`src/rtl/pvfsq_pkg.sv`:
```
// ----------------------------------------------------------------------------
// pvfsq_pkg: shared types and constants
// Field widths, status and mode codes, and the command and status structs
// that join the controller to the datapath.
// ----------------------------------------------------------------------------
package pvfsq_pkg;

  localparam int MAX_VOLUMES = 16;
  localparam int IDX_W = (MAX_VOLUMES > 1) ? $clog2(MAX_VOLUMES) : 1;
  localparam int CNT_W = $clog2(MAX_VOLUMES + 1);
  localparam int TOK_W = 48;
  localparam int KEY_W = 64;
  localparam int REQ_W = 32;
  localparam int DIV_STEPS = TOK_W;
  localparam int DCNT_W = $clog2(DIV_STEPS + 1);

  localparam logic [1:0] MODE_CLAIM   = 2'd0;
  localparam logic [1:0] MODE_RELEASE = 2'd1;
  localparam logic [1:0] MODE_SWEEP   = 2'd2;

  localparam logic [1:0] REG_POOL_SIZE   = 2'd0;
  localparam logic [1:0] REG_SHARE_TOTAL = 2'd1;
  localparam logic [1:0] REG_MIN_SHARE   = 2'd2;
  localparam logic [1:0] REG_BALANCE     = 2'd3;

  typedef enum logic [2:0] {
    ST_GRANTED    = 3'd0,
    ST_QUOTA      = 3'd1,
    ST_BELOW_MIN  = 3'd2,
    ST_TABLE_FULL = 3'd3,
    ST_POOL_SHORT = 3'd4,
    ST_UNREG      = 3'd5,
    ST_SWEPT      = 3'd6
  } status_e;

  typedef struct packed {
    logic    ready;
    logic    capture;
    logic    idx_clr;
    logic    idx_inc;
    logic    idx_load;
    logic    scan;
    logic    div_start;
    logic    div_step;
    logic    mul;
    logic    walk;
    logic    reg_new;
    logic    set_fail;
    status_e fail_code;
    logic    fin;
  } cmd_t;

  typedef struct packed {
    logic [1:0] mode;
    logic       bal;
    logic       idx_last;
    logic       hit;
    logic       count_full;
    logic       removed;
    logic       count_nz;
    logic       div_done;
    logic       below_min;
    logic       out_free;
  } sts_t;

endpackage

```
`src/rtl/pvfsq_if.sv`:
```
// ----------------------------------------------------------------------------
// pvfsq_if: request and result channels
// Valid/ready channels carrying one request item and one result item.
// ----------------------------------------------------------------------------
interface pvfsq_in_if;
  logic        valid;
  logic        ready;
  logic [1:0]  mode;
  logic [63:0] volume_key;
  logic [31:0] request_size;
  modport source (output valid, mode, volume_key, request_size, input ready);
  modport sink (input valid, mode, volume_key, request_size, output ready);
endinterface

interface pvfsq_out_if;
  logic        valid;
  logic        ready;
  logic [2:0]  status;
  logic [47:0] volume_limit;
  logic [47:0] volume_held;
  logic [47:0] pool_left;
  modport source (output valid, status, volume_limit, volume_held, pool_left, input ready);
  modport sink (input valid, status, volume_limit, volume_held, pool_left, output ready);
endinterface

```
`src/rtl/pvfsq_ctrl.sv`:
```
// ----------------------------------------------------------------------------
// pvfsq_ctrl: sequencing state machine
// Steps each request through table scan, share division, limit rewrite and
// the final update, issuing commands to the datapath.
// ----------------------------------------------------------------------------
module pvfsq_ctrl import pvfsq_pkg::*; (
  input  logic clk_i,
  input  logic rst_ni,
  input  logic in_valid_i,
  input  sts_t sts_i,
  output cmd_t cmd_o
);

  typedef enum logic [10:0] {
    S_IDLE   = 11'b00000000001,
    S_DISP   = 11'b00000000010,
    S_SCAN   = 11'b00000000100,
    S_DECIDE = 11'b00000001000,
    S_DIV    = 11'b00000010000,
    S_MUL    = 11'b00000100000,
    S_CHECK  = 11'b00001000000,
    S_WALK   = 11'b00010000000,
    S_LOAD   = 11'b00100000000,
    S_REG    = 11'b01000000000,
    S_FIN    = 11'b10000000000
  } state_e;

  state_e state_q, state_d;

  always_ff @(posedge clk_i or negedge rst_ni) begin
    if (!rst_ni) begin
      state_q <= S_IDLE;
    end else begin
      state_q <= state_d;
    end
  end

  always_comb begin
    cmd_o = '0;
    cmd_o.fail_code = ST_GRANTED;
    state_d = state_q;
    case (state_q)
      S_IDLE: begin
        cmd_o.ready = 1'b1;
        if (in_valid_i) begin
          cmd_o.capture = 1'b1;
          cmd_o.idx_clr = 1'b1;
          state_d = S_DISP;
        end
      end
      S_DISP: begin
        if (sts_i.mode == MODE_SWEEP ||
            (sts_i.bal && (sts_i.mode == MODE_CLAIM || sts_i.mode == MODE_RELEASE))) begin
          state_d = S_SCAN;
        end else begin
          state_d = S_FIN;
        end
      end
      S_SCAN: begin
        cmd_o.scan = 1'b1;
        cmd_o.idx_inc = 1'b1;
        if (sts_i.idx_last) begin
          state_d = S_DECIDE;
        end
      end
      S_DECIDE: begin
        if (sts_i.mode == MODE_SWEEP) begin
          if (sts_i.removed && sts_i.count_nz) begin
            cmd_o.div_start = 1'b1;
            state_d = S_DIV;
          end else begin
            state_d = S_FIN;
          end
        end else if (sts_i.hit) begin
          state_d = S_LOAD;
        end else if (sts_i.mode == MODE_RELEASE) begin
          state_d = S_FIN;
        end else if (sts_i.count_full) begin
          cmd_o.set_fail = 1'b1;
          cmd_o.fail_code = ST_TABLE_FULL;
          state_d = S_FIN;
        end else begin
          cmd_o.div_start = 1'b1;
          state_d = S_DIV;
        end
      end
      S_DIV: begin
        if (sts_i.div_done) begin
          state_d = S_MUL;
        end else begin
          cmd_o.div_step = 1'b1;
        end
      end
      S_MUL: begin
        cmd_o.mul = 1'b1;
        state_d = S_CHECK;
      end
      S_CHECK: begin
        if (sts_i.mode != MODE_SWEEP && sts_i.below_min) begin
          cmd_o.set_fail = 1'b1;
          cmd_o.fail_code = ST_BELOW_MIN;
          state_d = S_FIN;
        end else begin
          cmd_o.idx_clr = 1'b1;
          state_d = S_WALK;
        end
      end
      S_WALK: begin
        cmd_o.walk = 1'b1;
        cmd_o.idx_inc = 1'b1;
        if (sts_i.idx_last) begin
          state_d = (sts_i.mode == MODE_SWEEP) ? S_FIN : S_LOAD;
        end
      end
      S_LOAD: begin
        cmd_o.idx_load = 1'b1;
        state_d = sts_i.hit ? S_FIN : S_REG;
      end
      S_REG: begin
        cmd_o.reg_new = 1'b1;
        state_d = S_FIN;
      end
      S_FIN: begin
        if (sts_i.out_free) begin
          cmd_o.fin = 1'b1;
          state_d = S_IDLE;
        end
      end
      default: begin
        state_d = S_IDLE;
      end
    endcase
  end

endmodule

```
`src/rtl/pvfsq_dp.sv`:
```
// ----------------------------------------------------------------------------
// pvfsq_dp: quota datapath
// Volume table, token pool, configuration registers, serial share divider
// and the result register.
// ----------------------------------------------------------------------------
module pvfsq_dp import pvfsq_pkg::*; (
  input  logic             clk_i,
  input  logic             rst_ni,
  input  cmd_t             cmd_i,
  output sts_t             sts_o,
  input  logic [1:0]       in_mode_i,
  input  logic [KEY_W-1:0] in_key_i,
  input  logic [REQ_W-1:0] in_size_i,
  input  logic             cfg_we_i,
  input  logic [1:0]       cfg_idx_i,
  input  logic [TOK_W-1:0] cfg_data_i,
  input  logic             out_ready_i,
  output logic             out_valid_o,
  output logic [2:0]       out_status_o,
  output logic [TOK_W-1:0] out_limit_o,
  output logic [TOK_W-1:0] out_held_o,
  output logic [TOK_W-1:0] out_pool_o
);

  logic [TOK_W-1:0] pool_size_q, share_total_q, min_share_q, pool_q;
  logic             bal_q;

  logic [1:0]       mode_q;
  logic [KEY_W-1:0] key_q;
  logic [REQ_W-1:0] size_q;

  logic [MAX_VOLUMES-1:0] valid_q;
  logic [KEY_W-1:0]       key_mem   [MAX_VOLUMES];
  logic [TOK_W-1:0]       held_mem  [MAX_VOLUMES];
  logic [TOK_W-1:0]       limit_mem [MAX_VOLUMES];
  logic [CNT_W-1:0]       count_q;

  logic [IDX_W-1:0] idx_q, slot_q, free_q;
  logic             hit_q, free_found_q, removed_q, first_q, fail_q;
  status_e          fail_code_q;

  logic [CNT_W-1:0]  dvs_q, rem_q;
  logic [TOK_W-1:0]  quo_q, prod_q;
  logic [DCNT_W-1:0] dcnt_q;
  logic [CNT_W:0]    div_trial;
  logic              div_ge;
  logic [CNT_W+TOK_W-1:0] prod_w;
  logic [TOK_W-1:0]  mine_w;

  logic             out_valid_q;
  status_e          out_status_q;
  logic [TOK_W-1:0] out_limit_q, out_held_q, out_pool_q;

  logic             cur_valid;
  logic [KEY_W-1:0] cur_key;
  logic [TOK_W-1:0] cur_held, cur_lim;
  logic             is_sweep, idx_last;

  status_e          fin_status;
  logic [TOK_W-1:0] fin_limit, fin_held, fin_pool, new_held, rel_diff;
  logic             held_we;
  logic [TOK_W:0]   claim_sum;

  assign cur_valid  = valid_q[idx_q];
  assign cur_key    = key_mem[idx_q];
  assign cur_held   = held_mem[idx_q];
  assign cur_lim    = limit_mem[idx_q];
  assign is_sweep   = (mode_q == MODE_SWEEP);
  assign idx_last   = (idx_q == IDX_W'(MAX_VOLUMES - 1));

  assign div_trial = {rem_q, quo_q[TOK_W-1]};
  assign div_ge    = (div_trial >= {1'b0, dvs_q});
  assign prod_w    = (dvs_q - CNT_W'(1)) * quo_q;
  assign mine_w    = share_total_q - prod_q;

  always_ff @(posedge clk_i or negedge rst_ni) begin
    if (!rst_ni) begin
      pool_size_q   <= '0;
      share_total_q <= '0;
      min_share_q   <= '0;
      bal_q         <= 1'b0;
      pool_q        <= '0;
    end else begin
      if (cmd_i.fin) begin
        pool_q <= fin_pool;
      end
      if (cfg_we_i) begin
        case (cfg_idx_i)
          REG_POOL_SIZE: begin
            pool_size_q <= cfg_data_i;
            pool_q      <= cfg_data_i;
          end
          REG_SHARE_TOTAL: share_total_q <= cfg_data_i;
          REG_MIN_SHARE:   min_share_q   <= cfg_data_i;
          REG_BALANCE:     bal_q         <= cfg_data_i[0];
          default: ;
        endcase
      end
    end
  end

  always_ff @(posedge clk_i) begin
    if (cmd_i.capture) begin
      mode_q <= in_mode_i;
      key_q  <= in_key_i;
      size_q <= in_size_i;
    end
  end

  always_ff @(posedge clk_i or negedge rst_ni) begin
    if (!rst_ni) begin
      valid_q      <= '0;
      count_q      <= '0;
      idx_q        <= '0;
      slot_q       <= '0;
      free_q       <= '0;
      hit_q        <= 1'b0;
      free_found_q <= 1'b0;
      removed_q    <= 1'b0;
      first_q      <= 1'b0;
      fail_q       <= 1'b0;
      fail_code_q  <= ST_GRANTED;
    end else begin
      if (cmd_i.capture) begin
        hit_q        <= 1'b0;
        free_found_q <= 1'b0;
        removed_q    <= 1'b0;
        fail_q       <= 1'b0;
      end
      if (cmd_i.idx_clr) begin
        idx_q   <= '0;
        first_q <= 1'b1;
      end else if (cmd_i.idx_inc) begin
        idx_q <= idx_last ? '0 : idx_q + IDX_W'(1);
      end else if (cmd_i.idx_load) begin
        idx_q <= hit_q ? slot_q : free_q;
      end
      if (cmd_i.scan) begin
        if (is_sweep) begin
          if (cur_valid && cur_held == '0) begin
            valid_q[idx_q] <= 1'b0;
            count_q        <= count_q - CNT_W'(1);
            removed_q      <= 1'b1;
          end
        end else begin
          if (cur_valid && cur_key == key_q && !hit_q) begin
            hit_q  <= 1'b1;
            slot_q <= idx_q;
          end
          if (!cur_valid && !free_found_q) begin
            free_found_q <= 1'b1;
            free_q       <= idx_q;
          end
        end
      end
      if (cmd_i.walk && cur_valid) begin
        first_q <= 1'b0;
      end
      if (cmd_i.reg_new) begin
        valid_q[idx_q] <= 1'b1;
        count_q        <= count_q + CNT_W'(1);
        hit_q          <= 1'b1;
      end
      if (cmd_i.set_fail) begin
        fail_q      <= 1'b1;
        fail_code_q <= cmd_i.fail_code;
      end
    end
  end

  always_ff @(posedge clk_i) begin
    if (cmd_i.walk && cur_valid) begin
      limit_mem[idx_q] <= (is_sweep && first_q) ? mine_w : quo_q;
    end
    if (cmd_i.reg_new) begin
      key_mem[idx_q]   <= key_q;
      held_mem[idx_q]  <= '0;
      limit_mem[idx_q] <= mine_w;
    end
    if (cmd_i.fin && held_we) begin
      held_mem[idx_q] <= new_held;
    end
  end

  always_ff @(posedge clk_i or negedge rst_ni) begin
    if (!rst_ni) begin
      dcnt_q <= '0;
    end else if (cmd_i.div_start) begin
      dcnt_q <= DCNT_W'(DIV_STEPS);
    end else if (cmd_i.div_step) begin
      dcnt_q <= dcnt_q - DCNT_W'(1);
    end
  end

  always_ff @(posedge clk_i) begin
    if (cmd_i.div_start) begin
      dvs_q <= is_sweep ? count_q : count_q + CNT_W'(1);
      rem_q <= '0;
      quo_q <= share_total_q;
    end else if (cmd_i.div_step) begin
      rem_q <= div_ge ? CNT_W'(div_trial - {1'b0, dvs_q}) : div_trial[CNT_W-1:0];
      quo_q <= {quo_q[TOK_W-2:0], div_ge};
    end
    if (cmd_i.mul) begin
      prod_q <= prod_w[TOK_W-1:0];
    end
  end

  always_comb begin
    fin_status = ST_GRANTED;
    fin_limit  = '0;
    fin_held   = '0;
    fin_pool   = pool_q;
    held_we    = 1'b0;
    new_held   = cur_held;
    claim_sum  = {1'b0, cur_held} + (TOK_W+1)'(size_q);
    rel_diff   = pool_size_q - pool_q;
    case (mode_q)
      MODE_CLAIM: begin
        if (fail_q) begin
          fin_status = fail_code_q;
        end else if (bal_q && claim_sum > {1'b0, cur_lim}) begin
          fin_status = ST_QUOTA;
          fin_limit  = cur_lim;
          fin_held   = cur_held;
        end else begin
          if (bal_q) begin
            fin_limit = cur_lim;
            fin_held  = cur_held;
          end
          if (TOK_W'(size_q) > pool_q) begin
            fin_status = ST_POOL_SHORT;
          end else begin
            fin_pool = pool_q - TOK_W'(size_q);
            if (bal_q) begin
              held_we  = 1'b1;
              new_held = claim_sum[TOK_W-1:0];
              fin_held = claim_sum[TOK_W-1:0];
            end
          end
        end
      end
      MODE_RELEASE: begin
        if (bal_q) begin
          if (hit_q) begin
            held_we   = 1'b1;
            new_held  = (cur_held >= TOK_W'(size_q)) ? cur_held - TOK_W'(size_q) : '0;
            fin_limit = cur_lim;
            fin_held  = new_held;
          end else begin
            fin_status = ST_UNREG;
          end
        end
        fin_pool = (rel_diff < TOK_W'(size_q)) ? pool_size_q : pool_q + TOK_W'(size_q);
      end
      default: begin
        fin_status = ST_SWEPT;
      end
    endcase
  end

  always_ff @(posedge clk_i or negedge rst_ni) begin
    if (!rst_ni) begin
      out_valid_q <= 1'b0;
    end else if (cmd_i.fin) begin
      out_valid_q <= 1'b1;
    end else if (out_ready_i) begin
      out_valid_q <= 1'b0;
    end
  end

  always_ff @(posedge clk_i) begin
    if (cmd_i.fin) begin
      out_status_q <= fin_status;
      out_limit_q  <= fin_limit;
      out_held_q   <= fin_held;
      out_pool_q   <= fin_pool;
    end
  end

  assign out_valid_o  = out_valid_q;
  assign out_status_o = out_status_q;
  assign out_limit_o  = out_limit_q;
  assign out_held_o   = out_held_q;
  assign out_pool_o   = out_pool_q;

  always_comb begin
    sts_o.mode       = mode_q;
    sts_o.bal        = bal_q;
    sts_o.idx_last   = idx_last;
    sts_o.hit        = hit_q;
    sts_o.count_full = (count_q == CNT_W'(MAX_VOLUMES));
    sts_o.removed    = removed_q;
    sts_o.count_nz   = (count_q != '0);
    sts_o.div_done   = (dcnt_q == '0);
    sts_o.below_min  = (mine_w < min_share_q);
    sts_o.out_free   = !out_valid_q || out_ready_i;
  end

endmodule

```
`src/rtl/per_volume_fair_share_quota.sv`:
```
// ----------------------------------------------------------------------------
// per_volume_fair_share_quota: per-volume fair-share token quota
// Top level joining the controller and the datapath to the channels.
// ----------------------------------------------------------------------------
// The block takes one request at a time and returns one result transfer for
// it. A claim or release with balancing on walks the 16-entry volume table
// one entry a cycle; a claim that registers a new volume adds a serial
// share divider and a second table walk to rewrite the limits; a sweep that
// removes a volume while others remain also runs the divider and the second
// walk, and one that removes none only scans the table. Claims and releases
// with balancing off skip the table. A finished result waits in an output register.
module per_volume_fair_share_quota import pvfsq_pkg::*; (
  input  logic              clk_i,
  input  logic              rst_ni,
  pvfsq_in_if.sink          in_i,
  pvfsq_out_if.source       out_o,
  input  logic              cfg_we_i,
  input  logic [1:0]        cfg_idx_i,
  input  logic [TOK_W-1:0]  cfg_data_i
);

  cmd_t cmd;
  sts_t sts;

  assign in_i.ready = cmd.ready;

  pvfsq_ctrl u_ctrl (
    .clk_i      (clk_i),
    .rst_ni     (rst_ni),
    .in_valid_i (in_i.valid),
    .sts_i      (sts),
    .cmd_o      (cmd)
  );

  pvfsq_dp u_dp (
    .clk_i        (clk_i),
    .rst_ni       (rst_ni),
    .cmd_i        (cmd),
    .sts_o        (sts),
    .in_mode_i    (in_i.mode),
    .in_key_i     (in_i.volume_key),
    .in_size_i    (in_i.request_size),
    .cfg_we_i     (cfg_we_i),
    .cfg_idx_i    (cfg_idx_i),
    .cfg_data_i   (cfg_data_i),
    .out_ready_i  (out_o.ready),
    .out_valid_o  (out_o.valid),
    .out_status_o (out_o.status),
    .out_limit_o  (out_o.volume_limit),
    .out_held_o   (out_o.volume_held),
    .out_pool_o   (out_o.pool_left)
  );

`ifndef NO_ASSERTIONS
  // A finished request always presents its result transfer.
  a_fin_out: assert property (@(posedge clk_i) disable iff (!rst_ni)
    cmd.fin |=> out_o.valid) else $error("result not presented after finish");

  // A new volume is only registered while the table has room.
  a_reg_room: assert property (@(posedge clk_i) disable iff (!rst_ni)
    cmd.reg_new |-> !sts.count_full) else $error("registration into a full table");

  // The divider is never stepped past its last quotient bit.
  a_div_bound: assert property (@(posedge clk_i) disable iff (!rst_ni)
    cmd.div_step |-> !sts.div_done) else $error("divider stepped after completion");
`endif

endmodule
```
`src/flat_wrapper.sv`:
```
// flat-port wrapper written by rule: the top's interface ports become plain ports
module per_volume_fair_share_quota_flat import pvfsq_pkg::*;
  (clk_i, rst_ni, cfg_we_i, cfg_idx_i, cfg_data_i, in_i_valid, in_i_mode, in_i_volume_key, in_i_request_size, in_i_ready, out_o_valid, out_o_status, out_o_volume_limit, out_o_volume_held, out_o_pool_left, out_o_ready);
  pvfsq_in_if in_i_i ();
  pvfsq_out_if out_o_i ();
  input  logic clk_i;
  input  logic rst_ni;
  input  logic cfg_we_i;
  input  logic [1:0] cfg_idx_i;
  input  logic [TOK_W-1:0] cfg_data_i;
  input wire logic [$bits(in_i_i.valid)-1:0] in_i_valid;
  input wire logic [$bits(in_i_i.mode)-1:0] in_i_mode;
  input wire logic [$bits(in_i_i.volume_key)-1:0] in_i_volume_key;
  input wire logic [$bits(in_i_i.request_size)-1:0] in_i_request_size;
  output wire logic [$bits(in_i_i.ready)-1:0] in_i_ready;
  output wire logic [$bits(out_o_i.valid)-1:0] out_o_valid;
  output wire logic [$bits(out_o_i.status)-1:0] out_o_status;
  output wire logic [$bits(out_o_i.volume_limit)-1:0] out_o_volume_limit;
  output wire logic [$bits(out_o_i.volume_held)-1:0] out_o_volume_held;
  output wire logic [$bits(out_o_i.pool_left)-1:0] out_o_pool_left;
  input wire logic [$bits(out_o_i.ready)-1:0] out_o_ready;
  assign in_i_i.valid = in_i_valid;
  assign in_i_i.mode = in_i_mode;
  assign in_i_i.volume_key = in_i_volume_key;
  assign in_i_i.request_size = in_i_request_size;
  assign in_i_ready = in_i_i.ready;
  assign out_o_valid = out_o_i.valid;
  assign out_o_status = out_o_i.status;
  assign out_o_volume_limit = out_o_i.volume_limit;
  assign out_o_volume_held = out_o_i.volume_held;
  assign out_o_pool_left = out_o_i.pool_left;
  assign out_o_i.ready = out_o_ready;
  per_volume_fair_share_quota u_core (.clk_i(clk_i), .rst_ni(rst_ni), .in_i(in_i_i), .out_o(out_o_i), .cfg_we_i(cfg_we_i), .cfg_idx_i(cfg_idx_i), .cfg_data_i(cfg_data_i));
endmodule
```
`config.mk`:
```
export PLATFORM = sky130hd
export DESIGN_NAME = per_volume_fair_share_quota_flat
export DESIGN_NICKNAME = d
export VERILOG_FILES = /design/src/rtl/pvfsq_pkg.sv /design/src/rtl/pvfsq_if.sv /design/src/rtl/pvfsq_ctrl.sv /design/src/rtl/pvfsq_dp.sv /design/src/rtl/per_volume_fair_share_quota.sv /design/src/flat_wrapper.sv
export SDC_FILE = /design/constraint.sdc
export NUM_CORES = 2
export LEC_CHECK = 0
export BUFFER_PORTS_ARGS = -buffer_cell sky130_fd_sc_hd__buf_2
export CELL_PAD_IN_SITES_DETAIL_PLACEMENT = 1
export CELL_PAD_IN_SITES_GLOBAL_PLACEMENT = 2
export CORE_ASPECT_RATIO = 1.1
export CORE_MARGIN = 2
export CORE_UTILIZATION = 43
export CTS_CLUSTER_DIAMETER = 200
export DETAILED_ROUTE_END_ITERATION = 8
export PLACE_DENSITY = 0.78
export SLEW_MARGIN = 0
export SYNTH_ARGS = -nofsm -noshare
export SYNTH_HDL_FRONTEND = slang
export SYNTH_SLANG_ARGS = --single-unit
export TNS_END_PERCENT = 50
```
`constraint.sdc`:
```
create_clock -name clk_i -period 9.61 [get_ports clk_i]
set_input_delay 1.922 -clock clk_i [delete_from_list [all_inputs] [get_ports clk_i]]
set_output_delay 1.922 -clock clk_i [all_outputs]
set_load 0.03 [all_outputs]
```
==> impl_metrics.json <==
{
  "worstReg2RegStart": "u_core.u_dp.idx_q[0]$_DFFE_PN0P_",
  "hold-path-endpoint": "u_core.u_dp.fail_code_q[1]$_DFFE_PN0P_",
  "routed_wl_um": 484000,
  "sw_frac_of_total": 0.309,
  "critPathMostFrequentCell": "buf_4",
  "die_x_extent_um": 565,
  "power_frac_comb": 0.233,
  "via_per_inst": 6.06,
  "globalRoute.totalOverflow": 0,
  "synth_area_leaders": "edfxtp_1 59%, mux4_2 12%, dfrtp_1 4.2%",
  "p_int_w": 0.0262,
  "syn_area_um2": 149000,
  "cts.sinks": 3162,
  "synth.largest_area_cell": "edfxtp_1",
  "global_route_wire_length_before_repair_um": 693000,
  "synth-edff-count": 2906,
  "yosys_register_bits": 3162,
  "wire_per_inst_um": 32.4,
  "cts.reportedPaths.clkPinSlew_ns": 0.06,
  "floorplan.rows": 226,
  "ports_placed_on_the_boundary": 302,
  "drt_pass_1_iters": 6,
  "regToRegEndpoint": "u_core.u_dp.held_mem[11][6]$_DFFE_PP_",
  "synth_nets": 10400,
  "kind_of_launch_point_of_the_worst_setup_path": "flop",
  "antenna_violations_before_repair": 26,
  "hold_path_depth": 1,
  "growth_of_design_area_from_synthesis_to_finish_pct": 13.3,
  "nets": 10900,
  "critical_path_class": "reg -> reg",
  "num-fill-cells": 33100,
  "ys_warn_count": 0,
  "timing.slew.headroom": 0.141,
  "postSynthAreaPerCell_um2": 15.5,
  "grt_setup_unrepaired": "no",
  "max_clock_freq_ghz": 0.109,
  "kind_of_end_point_of_the_critical_path": "flop",
  "slew_at_the_pin_closest_to_its_max_slew_limit_ns": 1.29,
  "ff2ff_setup_slack_ns": 0.47,
  "chipHeight_um": 621,
  "power-per-cell-area_nw_per_um2": 226,
  "final-hold-violation-count": 0,
  "cts_hold_repair.buffers": 0,
  "layout-drive-gt1-share": 0.215,
  "crit_arrival_ns": 9.83,
  "setup-violations-final": 0,
  "p_leak_nw": 60.5,
  "ctsRootBufferMaster": "clkbuf_16",
  "cp_slowest_cell": "mux4_2",
  "dr.first_iter.drc_count": 9296,
  "initial_core_util": 0.432,
  "clock_path_buffers": 4,
  "grt_pass1_vias": 95700,
  "fin_crit_ns": 9.14,
  "min-delay-path-class": "reg -> reg",
  "grt.total_usage": 0.275,
  "io_buffers": 301,
  "share_clk_of_total_power": 0.337,
  "netlist-cell-type-count": 98,
  "finalMaxSlewViolations": 0,
  "insertion_delay_ns": 0.99,
  "placed_area_um2": 157000,
  "ys_async_sr_fraction": 0.0794,
  "clock_tree_from_tritoncts": "yes",
  "ys_seq_area_frac": 0.630,
  "route.vias.total": 90400,
  "grt_max_degree": 138,
  "final_hpwl_dp_um": 318000,
  "post_synthesis_cells": 9599,
  "worst-path-max-fanout": 34,
  "numCtsBuffers": 330,
  "worst-r2r-cell-count": 34,
  "die-area_um2": 350000,
  "slowest_delay_ns": 0.60,
  "floorplan.core_area_um2": 344000,
  "fin_util": 0.489,
  "worst_ep_required_time_ns": 10.30,
  "sequential_cell_area_in_the_final_layout_um2": 93700,
  "postRouteAntennaNets": 0,
  "place.gp.congestion": 0.946,
  "timing.clock.skew_ns": 0.132,
  "postLayoutCellArea_um2": 168000,
  "sequentialPowerShare": 0.431,
  "vdd.ir_drop.worst_uv": 239,
  "synth_largest_type_area_fraction": 0.587,
  "synth-main-ff-cell": "edfxtp_1",
  "htreeDepth": 5,
  "drcViolationCount": 0,
  "hp-start": "u_core.u_dp.fail_code_q[1]$_DFFE_PN0P_",
  "period_utilization_post_route": 0.951,
  "multi_input_comb_area_um2": 51800,
  "power.switching_w": 0.0118,
  "timing.max_cap.violations": 0,
  "run_status": "finished, final reports clean"
}
## kinds of logic (layout without fill, tap and decap cells)
| logic type | count (synthesis) | in the layout | synth area share |
|---|---|---|---|
| compound gates | 1545 | 1545 | 0.0664 |
| xor+xnor | 355 | 355 | 0.0209 |
| fa+ha+maj | 637 | 637 | 0.0628 |
| buf+inv | 975 | 1730 | 0.0262 |
| flops | 3162 | 3162 | 0.630 |
| mux | 967 | 967 | 0.133 |
| other cells | 0 | 9 | 0 |
| simple gates | 1958 | 1958 | 0.0608 |
## cells in the final DEF, fill, tap and decap left out, drive strengths merged, types with 54 or more instances in the layout
cell    netlist  final
a211oi       76     76
a21o        171    171
a21oi       443    443
buf         147    623
clkbuf      321    414
clkinv        3    135
dfrtp       250    250
edfxtp     2906   2906
fa          181    181
ha          455    455
inv         504    520
mux2        145    145
mux4        789    789
nand2       865    865
nand2b       89     89
nand3       114    114
nand4        80     80
nor2        381    381
nor3         92     92
nor4         54     54
o21ai       326    326
o22ai        57     57
or2          57     57
xnor2       260    260
xor2         95     95
## through the flow
stage	setup TNS, ns	setup slack [ns]	std cells	hold slack [ns]	power (W)
finish	0	0.473	14900	0.470	0.0380
global route	0	0.00497	14900	0.495	0.0394
CTS	0	0.0364	14900	0.472	0.0382
detailed placement	-10.49	-0.0974	14300	0.460	0.0254
global placement	-0.107	-0.0153	14300	0.454	0.0251
floorplan	-431.25	-0.626	9599	0.439	0.0222
## sequential cells by signal (all words and copies together) (netlist names), 64 cells and up
signal / cells
u_core.u_dp.held_mem: 768
u_core.u_dp.key_q: 64
u_core.u_dp.key_mem: 1024
u_core.u_dp.limit_mem: 768
## layout make-up
cell class	instances	area share
Clock buffer	413	0.0515
Tap cell	4560	0.0339
Antenna cell	9	0.000134
Inverter	507	0.0114
Clock inverter	186	0.0120
Sequential cell	3162	0.556
Timing Repair Buffer	624	0.0270
Multi-Input combinational cell	5462	0.308
## critical path, delay by kind of cell (launching register included)
family	cells	cell delay, ns
simple gates	10	1.42
compound gates	13	3.18
mux	3	1.49
fa+ha+maj	2	0.65
buf+inv	6	1.50
flops	1	0.58
## power groups by stage
stage	clock network, W	registers [W]	logic [W]
3_5_place_dp	0	0.0166	0.00873
6_report	0.0128	0.0164	0.00883
2_1_floorplan	0	0.0164	0.00585
4_1_cts	0.0130	0.0163	0.00880
3_3_place_gp	0	0.0166	0.00856
5_1_grt	0.0135	0.0164	0.00951
## worst max-delay path by stage
stage,cells after the start,from,endpoint
floorplan,35,u_core.u_dp.idx_q[1]$_DFFE_PN0P_,u_core.u_dp.held_mem[10][0]$_DFFE_PP_
global placement,28,u_core.u_dp.idx_q[0]$_DFFE_PN0P_,u_core.u_dp.held_mem[12][35]$_DFFE_PP_
detailed placement,29,u_core.u_dp.idx_q[0]$_DFFE_PN0P_,u_core.u_dp.held_mem[12][38]$_DFFE_PP_
CTS,29,u_core.u_dp.idx_q[0]$_DFFE_PN0P_,u_core.u_dp.held_mem[14][20]$_DFFE_PP_
global route,35,u_core.u_dp.idx_q[0]$_DFFE_PN0P_,u_core.u_dp.held_mem[6][6]$_DFFE_PP_
finish,34,u_core.u_dp.idx_q[0]$_DFFE_PN0P_,u_core.u_dp.held_mem[11][6]$_DFFE_PP_
## Yosys cell counts (17+ instances only)
master,n
a211oi_1,76
a21boi_0,17
a21o_1,171
a21oi_1,443
a22oi_1,39
a311oi_1,21
a31oi_1,42
and2_1,34
and3_1,38
buf_1,38
buf_2,87
clkbuf_1,319
dfrtp_1,250
edfxtp_1,2906
fa_1,181
ha_1,455
inv_1,503
mux2_2,144
mux2i_1,33
mux4_2,789
nand2_1,865
nand2b_1,89
nand3_1,114
nand4_1,80
nor2_1,380
nor2b_1,51
nor3_1,91
nor3b_1,19
nor4_1,52
o211ai_1,41
o21a_1,42
o21ai_0,312
o21bai_1,48
o221ai_1,19
o22ai_1,57
o31ai_1,47
or2_2,56
or3_1,28
xnor2_1,260
xor2_1,95
## metal layers
layer	GRT usage	share of wire
met5	0	0.00016
met4	0.147	0.061
met3	0.0356	0.063
met2	0.450	0.48
met1	0.357	0.39
## what timing repair did
action,CTS,global route
resized for setup,3,17
hold endpoints to repair,0,0
setup endpoints to repair,307,1351
setup buffers,5,29
pin swaps,1,9
gates cloned,0,1
No activity file was read; power rests on OpenSTA's default activity.
